--- src/rtl/ppb_pkg.sv ---
package ppb_pkg;

    // Command codes of an input item
    localparam logic [1:0] CMD_FILL    = 2'd0;
    localparam logic [1:0] CMD_UPDATE  = 2'd1;
    localparam logic [1:0] CMD_REQUEST = 2'd2;
    localparam logic [1:0] CMD_CLEAR   = 2'd3;

    // Configuration register indexes
    localparam logic [1:0] REG_PACKET_GAP   = 2'd0;
    localparam logic [1:0] REG_FRAME_FACTOR = 2'd1;
    localparam logic [1:0] REG_BUDGET_MARGIN = 2'd2;

    localparam logic [7:0] PACKET_GAP_RESET    = 8'd5;
    localparam logic [9:0] FRAME_FACTOR_RESET  = 10'd307;
    localparam logic [9:0] BUDGET_MARGIN_RESET = 10'd384;

    localparam int BUDGET_W = 34;
    localparam int REFILL_W = 33;
    localparam logic signed [BUDGET_W-1:0] BUDGET_MAX = {1'b0, {(BUDGET_W-1){1'b1}}};
    localparam logic signed [BUDGET_W-1:0] BUDGET_MIN = {1'b1, {(BUDGET_W-1){1'b0}}};

    typedef struct packed {
        logic [1:0]  command;
        logic [31:0] now_ms;
        logic [15:0] seq_num;
        logic [31:0] frame_stamp;
        logic [15:0] packet_bytes;
        logic [31:0] interval_ms;
        logic [15:0] rate_kbps;
    } in_t;

    typedef struct packed {
        logic        sent;
        logic [15:0] sent_seq;
        logic        queue_empty;
        logic        dropped;
    } out_t;

    typedef struct packed {
        logic [7:0] packet_gap_ms;
        logic [9:0] frame_factor_q8;
        logic [9:0] budget_margin_q8;
    } cfg_t;

    // Decoded operation, one bit per command
    typedef struct packed {
        logic fill;
        logic update;
        logic request;
        logic clear;
    } op_t;

    typedef struct packed {
        op_t op;
        in_t item;
    } job_t;

    // One queued packet
    typedef struct packed {
        logic [15:0] seq;
        logic [31:0] stamp;
        logic [15:0] len;
        logic [31:0] stored;
    } pkt_t;

    typedef struct packed {
        logic full;
        logic empty;
        logic bytes_zero;
    } stat_t;

    // Clamp a 35-bit signed value into the 34-bit budget range
    function automatic logic signed [BUDGET_W-1:0] sat_budget(input logic signed [BUDGET_W:0] v);
        logic signed [BUDGET_W-1:0] r;
        if (v[BUDGET_W] != v[BUDGET_W-1])
        begin
            r = v[BUDGET_W] ? BUDGET_MIN : BUDGET_MAX;
        end
        else
        begin
            r = v[BUDGET_W-1:0];
        end
        return r;
    endfunction

endpackage

--- src/rtl/ppb_front.sv ---
module ppb_front
    import ppb_pkg::*;
    (
        input  logic clk,
        input  logic rst_n,
        input  logic in_valid,
        output logic in_ready,
        input  in_t  in_data,
        output logic job_valid,
        input  logic job_ready,
        output job_t job
    );

    job_t       slot_reg [2];
    logic       wr_ptr_reg, wr_ptr_next;
    logic       rd_ptr_reg, rd_ptr_next;
    logic [1:0] cnt_reg, cnt_next;
    logic       push, pop;
    op_t        op_c;

    assign in_ready  = (cnt_reg != 2'd2);
    assign job_valid = (cnt_reg != 2'd0);
    assign job       = slot_reg[rd_ptr_reg];
    assign push      = in_valid && in_ready;
    assign pop       = job_valid && job_ready;

    // Classify the incoming command
    always_comb
    begin
        op_c = '0;
        case (in_data.command)
            CMD_FILL:    op_c.fill    = 1'b1;
            CMD_UPDATE:  op_c.update  = 1'b1;
            CMD_REQUEST: op_c.request = 1'b1;
            CMD_CLEAR:   op_c.clear   = 1'b1;
            default:     op_c.clear   = 1'b1;
        endcase
    end

    // Advance the queue pointers
    always_comb
    begin
        wr_ptr_next = push ? ~wr_ptr_reg : wr_ptr_reg;
        rd_ptr_next = pop ? ~rd_ptr_reg : rd_ptr_reg;
        cnt_next    = cnt_reg + {1'b0, push} - {1'b0, pop};
    end

    always_ff @(posedge clk or negedge rst_n)
    begin
        if (!rst_n)
        begin
            wr_ptr_reg <= 1'b0;
            rd_ptr_reg <= 1'b0;
            cnt_reg    <= 2'd0;
        end
        else
        begin
            wr_ptr_reg <= wr_ptr_next;
            rd_ptr_reg <= rd_ptr_next;
            cnt_reg    <= cnt_next;
        end
    end

    // Hold the classified beat
    always_ff @(posedge clk)
    begin
        if (push)
        begin
            slot_reg[wr_ptr_reg] <= '{op: op_c, item: in_data};
        end
    end

endmodule

--- config.mk ---
export PLATFORM = sky130hd
export DESIGN_NAME = ppb_front
export DESIGN_NICKNAME = d
export VERILOG_FILES = /design/src/rtl/ppb_pkg.sv /design/src/rtl/ppb_front.sv
export SDC_FILE = /design/constraint.sdc
export NUM_CORES = 1
export LEC_CHECK = 0
export BUFFER_PORTS_ARGS = -buffer_cell sky130_fd_sc_hd__buf_2
export CAP_MARGIN = 20
export CORE_MARGIN = 2
export CORE_UTILIZATION = 26
export CTS_CLUSTER_DIAMETER = 200
export DETAILED_ROUTE_END_ITERATION = 8
export PLACE_DENSITY_LB_ADDON = 0.12
export RECOVER_POWER = 25
export SLEW_MARGIN = 0
export SYNTH_ARGS = -nofsm -noshare
export SYNTH_HDL_FRONTEND = slang
export SYNTH_SLANG_ARGS = --single-unit
--- constraint.sdc ---
create_clock -name clk -period 7.78 [get_ports clk]
set_input_delay 0.778 -clock clk [delete_from_list [all_inputs] [get_ports clk]]
set_output_delay 0.778 -clock clk [all_outputs]
set_load 0.02 [all_outputs]
==> results.ini, run 1 <==
[floorplan]
initial_core_util_pct = 26.4
ioPinCount = 302
die_w_um = 211
coreArea_um2 = 42000
die_area_um2 = 44400
die_y_um = 211
rows = 75

[global_route]
grt_max_degree = 68
antenna_found_initial = 7
grt_pass1_vias = 5853
grt_usage_pct = 10.7
grt_pass1_wl_um = 35300
grt_overflow = 0

[synth]
ys_seq_area_share_pct = 82.1
synth.largest_area_cell = edfxtp_1
synth.avg_cell_area_um2 = 22.5
synth_top_area_share_pct = 81.2
synth-seq-cells = 304
syn-instance-count = 493
synth.cell_area_um2 = 11100
synth_cell_type_count = 21
syn_nets = 644
yosys_warnings = 0
synthTopCellsByArea = edfxtp_1, mux2_2, buf_6, mux2_1, dfrtp_1

[placed_design]
place_congestion = 0.691
pre_cts_ws_ns = 4.49
io_buffers = 301
hpwl_um = 15600

[detailed_routing]
drt-total-wl_um = 24500
vias_per_cell = 4.10
drt-initial-drc-count = 195
antenna_left = 0
vias = 5687
avgRoutedWirePerCell_um = 17.7
drc = 0
drt-pass1-iter-count = 4

[clock_tree]
clockBufferDepth = 3
hold_buffers = 0
h-tree-depth = 2
post_cts_resized = 0
cts_tree = done
cts_root_buf = clkbuf_16
clock_latency_ns = 0.52
clk_pin_slew_ns = 0.05
numCtsBuffers = 35
post_cts.repair.setup_buffers = 0
cts.sinks = 304

[worst_setup_path]
path_max_fanout = 42
worst-r2r-cell-count = 3
worstSetupEndpointType = output pin
cp_slowest_cell = dfrtp_4
cpMostUsedCell = buf_4
cp.depth = 4
r2r_setup_slack_ns = 5.25
required_ns = 7.00
worstPathArrival_ns = 2.93
critPathLaunchType = flop
crit_family = buffers and inverters
cp.buffers_inverters = 3
path_cells = buf_4, buf_4, mux2_2, buf_2
crit_type = flop to output pin
cp_slowest_stage_delay_ns = 0.72

[final_layout]
nets = 973
largest_reg_flops = 300
final_cell_mix = edfxtp_1, buf_2, mux2_2, clkbuf_16, clkbuf_1
area_delta_synth_final_pct = 28.2
final_core_util_pct = 33.9
drive_gt1_share_pct = 56.4
layout_commonest_cell = edfxtp_1

[timing]
clock-skew-final_ns = 0.00614
final-setup-viol-count = 0
worstMarginPinSlew_ns = 1.02
setup_ws_ns = 4.07
maxSlewHeadroom_pct = 32.0
max_freq_mhz = 270
finalCritPeriodShare_pct = 47.7
period_minus_slack_ns = 3.71
tns_ns = 0
rsz0062_at_grt = false
hold_viol_final = 0
slew_viol_final = 0

[run_status]
status = finished clean

[job]
drv_cap = 0

[power]
leakagePower_nw = 5.17
ir_drop_mv = 0.193
p_per_area_nw_per_um2 = 396

[hold_path]
hold_path.class = primary input to asynchronous set/reset pin

## final cells by class
class	count	area, um2
clock buffer	53	1020
sequential	304	9110
clock inverter	7	28.8
antenna	2	5.00
timing repair buffer	309	1540
fill	4059	27800
multi-input combinational	172	1860
tap	539	674
## cell usage after synthesis
cell type  number
o21ai_0         1
nor2_1          4
nand2_1         2
mux2_2        141
buf_2           7
ha_1            1
nand3_1         1
or2_2           1
a311oi_2        1
dfrtp_1         4
nor2b_1         2
mux2_1          9
nand2b_1        1
xnor2_1         3
and2_1          1
edfxtp_1      300
and3_2          1
buf_6          10
o21ba_2         1
and2b_1         1
and4bb_1        1
## routing by layer
layer	share of wire (%)	vias up	GRT usage, %
met1	42	2794	13.2
li1	-	2635	-
met5	0.29	-	0
met4	2.6	10	4.76
met2	45	200	16.3
met3	9.2	48	4.42
## through the flow
| stage | hold WS [ns] | cells | power, mW | area [um2] |
|---|---|---|---|---|
| after floorplan | 0.460 | 493 | 3.66 | 11100 |
| after global placement | 0.575 | 1324 | 4.23 | 13200 |
| after detailed placement | 0.563 | 1324 | 4.22 | 13200 |
| after CTS | 0.0220 | 1384 | 5.77 | 14300 |
| after global routing | 0.0844 | 1385 | 5.93 | 14200 |
| final | 0.0964 | 1386 | 5.64 | 14200 |
## cell families (layout without fill, tap and decap cells)
group,Yosys count,count (layout),synth area share (%)
XOR/XNOR,3,3,0.237
other,0,2,0
AND/OR/NAND/NOR,15,15,0.778
buffers and inverters,17,369,1.33
multiplexers,150,150,15.2
AO/OA/AOI/OAI,3,3,0.270
flip-flops,304,304,82.1
adder cells (fa/ha/maj),1,1,0.113
## worst paths after layout
check,start,to
max,rd_ptr_reg$_DFFE_PN0P_,job[116]
min,rst_n,wr_ptr_reg$_DFFE_PN0P_
max reg2reg,cnt_reg[0]$_DFF_PN0_,slot_reg[1][80]$_DFFE_PP_
min reg2reg,wr_ptr_reg$_DFFE_PN0P_,wr_ptr_reg$_DFFE_PN0P_
max in group asynchronous,rst_n,rd_ptr_reg$_DFFE_PN0P_
min in group clk,in_data[9],slot_reg[0][9]$_DFFE_PP_
## report_power, final
group	leakage [nW]	switching, mW	total, mW	internal [mW]
registers	2.84	0.115	2.36	2.24
logic	1.82	1.11	1.77	0.660
clock network	0.509	0.611	1.51	0.895
No activity file was read; power rests on OpenSTA's default activity.
==> inputs of run 2 (changes only) <==
==> constraint.sdc (replaced) <==
create_clock -name clk -period 3.1 [get_ports clk]
set_input_delay 0.31 -clock clk [delete_from_list [all_inputs] [get_ports clk]]
set_output_delay 0.31 -clock clk [all_outputs]
set_load 0.02 [all_outputs]
==> run 2 against run 1 <==
  * First-iteration DRC count rose by 21%
  * Non-clock buffer count rose by 145
  * Register-to-register slack got worse by 3.9 ns
  * Critical path type unchanged
  * Die area unchanged
  * Cell count grew 11%
  * Final area is 11% higher
  * Highest routed layer is now met4
  * Power grew to 2.6 times the previous value
  * Largest power group unchanged
  * Setup slack got worse by 3.3 ns
==> results.ini, run 2 (synthesis results as in run 1) <==
[global_route]
grt_usage_pct = 11.3
met3_usage_pct = 4.39
antenna_found_initial = 1
use_met1_pct = 14.0
grt_pass1_vias = 6764
grt_max_degree = 88
top_usage_layer = met2
grt_overflow = 0
met2_usage_pct = 17.9
grt_pass1_wl_um = 38400

[detailed_routing]
antenna_left = 0
drt-initial-drc-count = 236
avgRoutedWirePerCell_um = 16.5
drt-pass1-iter-count = 4
vias = 6236
drt-total-wl_um = 25300
drc = 0
vias_per_cell = 4.07

[run_status]
status = finished clean

[final_layout]
largest_reg_flops = 300
final-instance-count-excl-fill = 1534
drive_gt1_share_pct = 44.7
fillers = 4043
final_cell_mix = edfxtp_1, buf_2, dlygate4sd3_1, mux2_2, clkbuf_1
nets = 1119
layout_commonest_cell = edfxtp_1
area_delta_synth_final_pct = 42.4
final_core_util_pct = 37.6

[timing]
rsz0062_at_grt = false
final-setup-viol-count = 0
setup_ws_ns = 0.737
hold_viol_final = 0
slew_viol_final = 0
worstMarginPinSlew_ns = 0.558
max_freq_mhz = 423
clock-skew-final_ns = 0.00715
maxSlewHeadroom_pct = 62.8
finalCritPeriodShare_pct = 76.2
period_minus_slack_ns = 2.36

[floorplan]
coreArea_um2 = 42000
die_w_um = 211
initial_core_util_pct = 26.4
die_area_um2 = 44400
die_y_um = 211
rows = 75
ioPinCount = 302

[clock_tree]
clockBufferDepth = 3
post_cts.repair.setup_buffers = 0
clock_latency_ns = 0.53
h-tree-depth = 2
cts_root_buf = clkbuf_16
post_cts_resized = 0
clk_pin_slew_ns = 0.05
cts_tree = done
cts.sinks = 304
hold_buffers = 145
numCtsBuffers = 36

[power]
ir_drop_mv = 0.568
leakagePower_nw = 5.74
p_per_area_nw_per_um2 = 929

[worst_setup_path]
worst-r2r-cell-count = 3
worstSetupEndpointType = output pin
path_max_fanout = 60
required_ns = 2.79
crit_type = flop to output pin
critPathLaunchType = flop
worstPathArrival_ns = 2.05

[placed_design]
io_buffers = 301
dp.cells = 1324
place_congestion = 0.716
pre_cts_ws_ns = 1.26
hpwl_um = 15800

[job]
drv_cap = 0

[hold_path]
holdPathStages = 3
hold_path.class = primary input to flop

run 2: changes by cell type in the layout (fill, tap and decap cells not counted), moves of 2 or more:
cell | previous run | this run
dlygate4sd3_1 | 0 | 145
bufinv_16 | 0 | 2
buf_12 | 0 | 6
clkbuf_1 | 34 | 72
inv_6 | 0 | 2
clkinv_2 | 2 | 4
buf_4 | 8 | 2
buf_2 | 280 | 237
run 2: critical path, cell delays in order (launching register included):
cell and delay [ns]:
dfrtp_4 0.54, buf_12 0.36, mux2_1 0.39, buf_2 0.18
run 2: final cells by class:
type / count / area [um2] / share of cell area, %
Tap cell: 539 / 674 / 4.27
Clock inverter: 13 / 116 / 0.736
Multi-Input combinational cell: 172 / 1870 / 11.8
Clock buffer: 51 / 1020 / 6.44
Sequential cell: 304 / 9110 / 57.6
Antenna cell: 1 / 2.50 / 0.0158
Timing Repair Buffer: 454 / 3010 / 19.1
run 2: metrics by stage:
stage                     hold slack [ns]  power (mW)  instance area [um2]  setup TNS (ns)
after floorplan                    0.0144        9.12                11100          -32.15
after global placement              0.127        10.7                13300               0
after detailed placement            0.131        10.7                13300               0
after CTS                        0.000270        15.0                15900               0
after global routing               0.0890        15.4                15800               0
final                              0.0896        14.7                15800               0
run 2: per-layer routing:
layer,share of wire (%),vias up
li1,-,2929
met1,44,3073
met2,46,194
met3,8.1,40
met4,2.4,0
met5,0,-
run 2: path summary, 6_finish.rpt:
path                                   startpoint                         to  slack, ns
max                        rd_ptr_reg$_DFFE_PN0P_                    job[56]       0.74
min                                     job_ready     rd_ptr_reg$_DFFE_PN0P_       0.09
max reg2reg                  cnt_reg[0]$_DFF_PN0_  slot_reg[1][70]$_DFFE_PP_       1.36
min reg2reg                wr_ptr_reg$_DFFE_PN0P_     wr_ptr_reg$_DFFE_PN0P_       0.56
max in group asynchronous                   rst_n     rd_ptr_reg$_DFFE_PN0P_       2.69
min in group asynchronous                   rst_n       cnt_reg[0]$_DFF_PN0_       0.17
run 2: report_power, final:
part | internal, mW | total (mW) | switching [mW]
clock network | 2.45 | 4.06 | 1.61
registers | 5.62 | 5.85 | 0.235
logic | 1.86 | 4.78 | 2.92
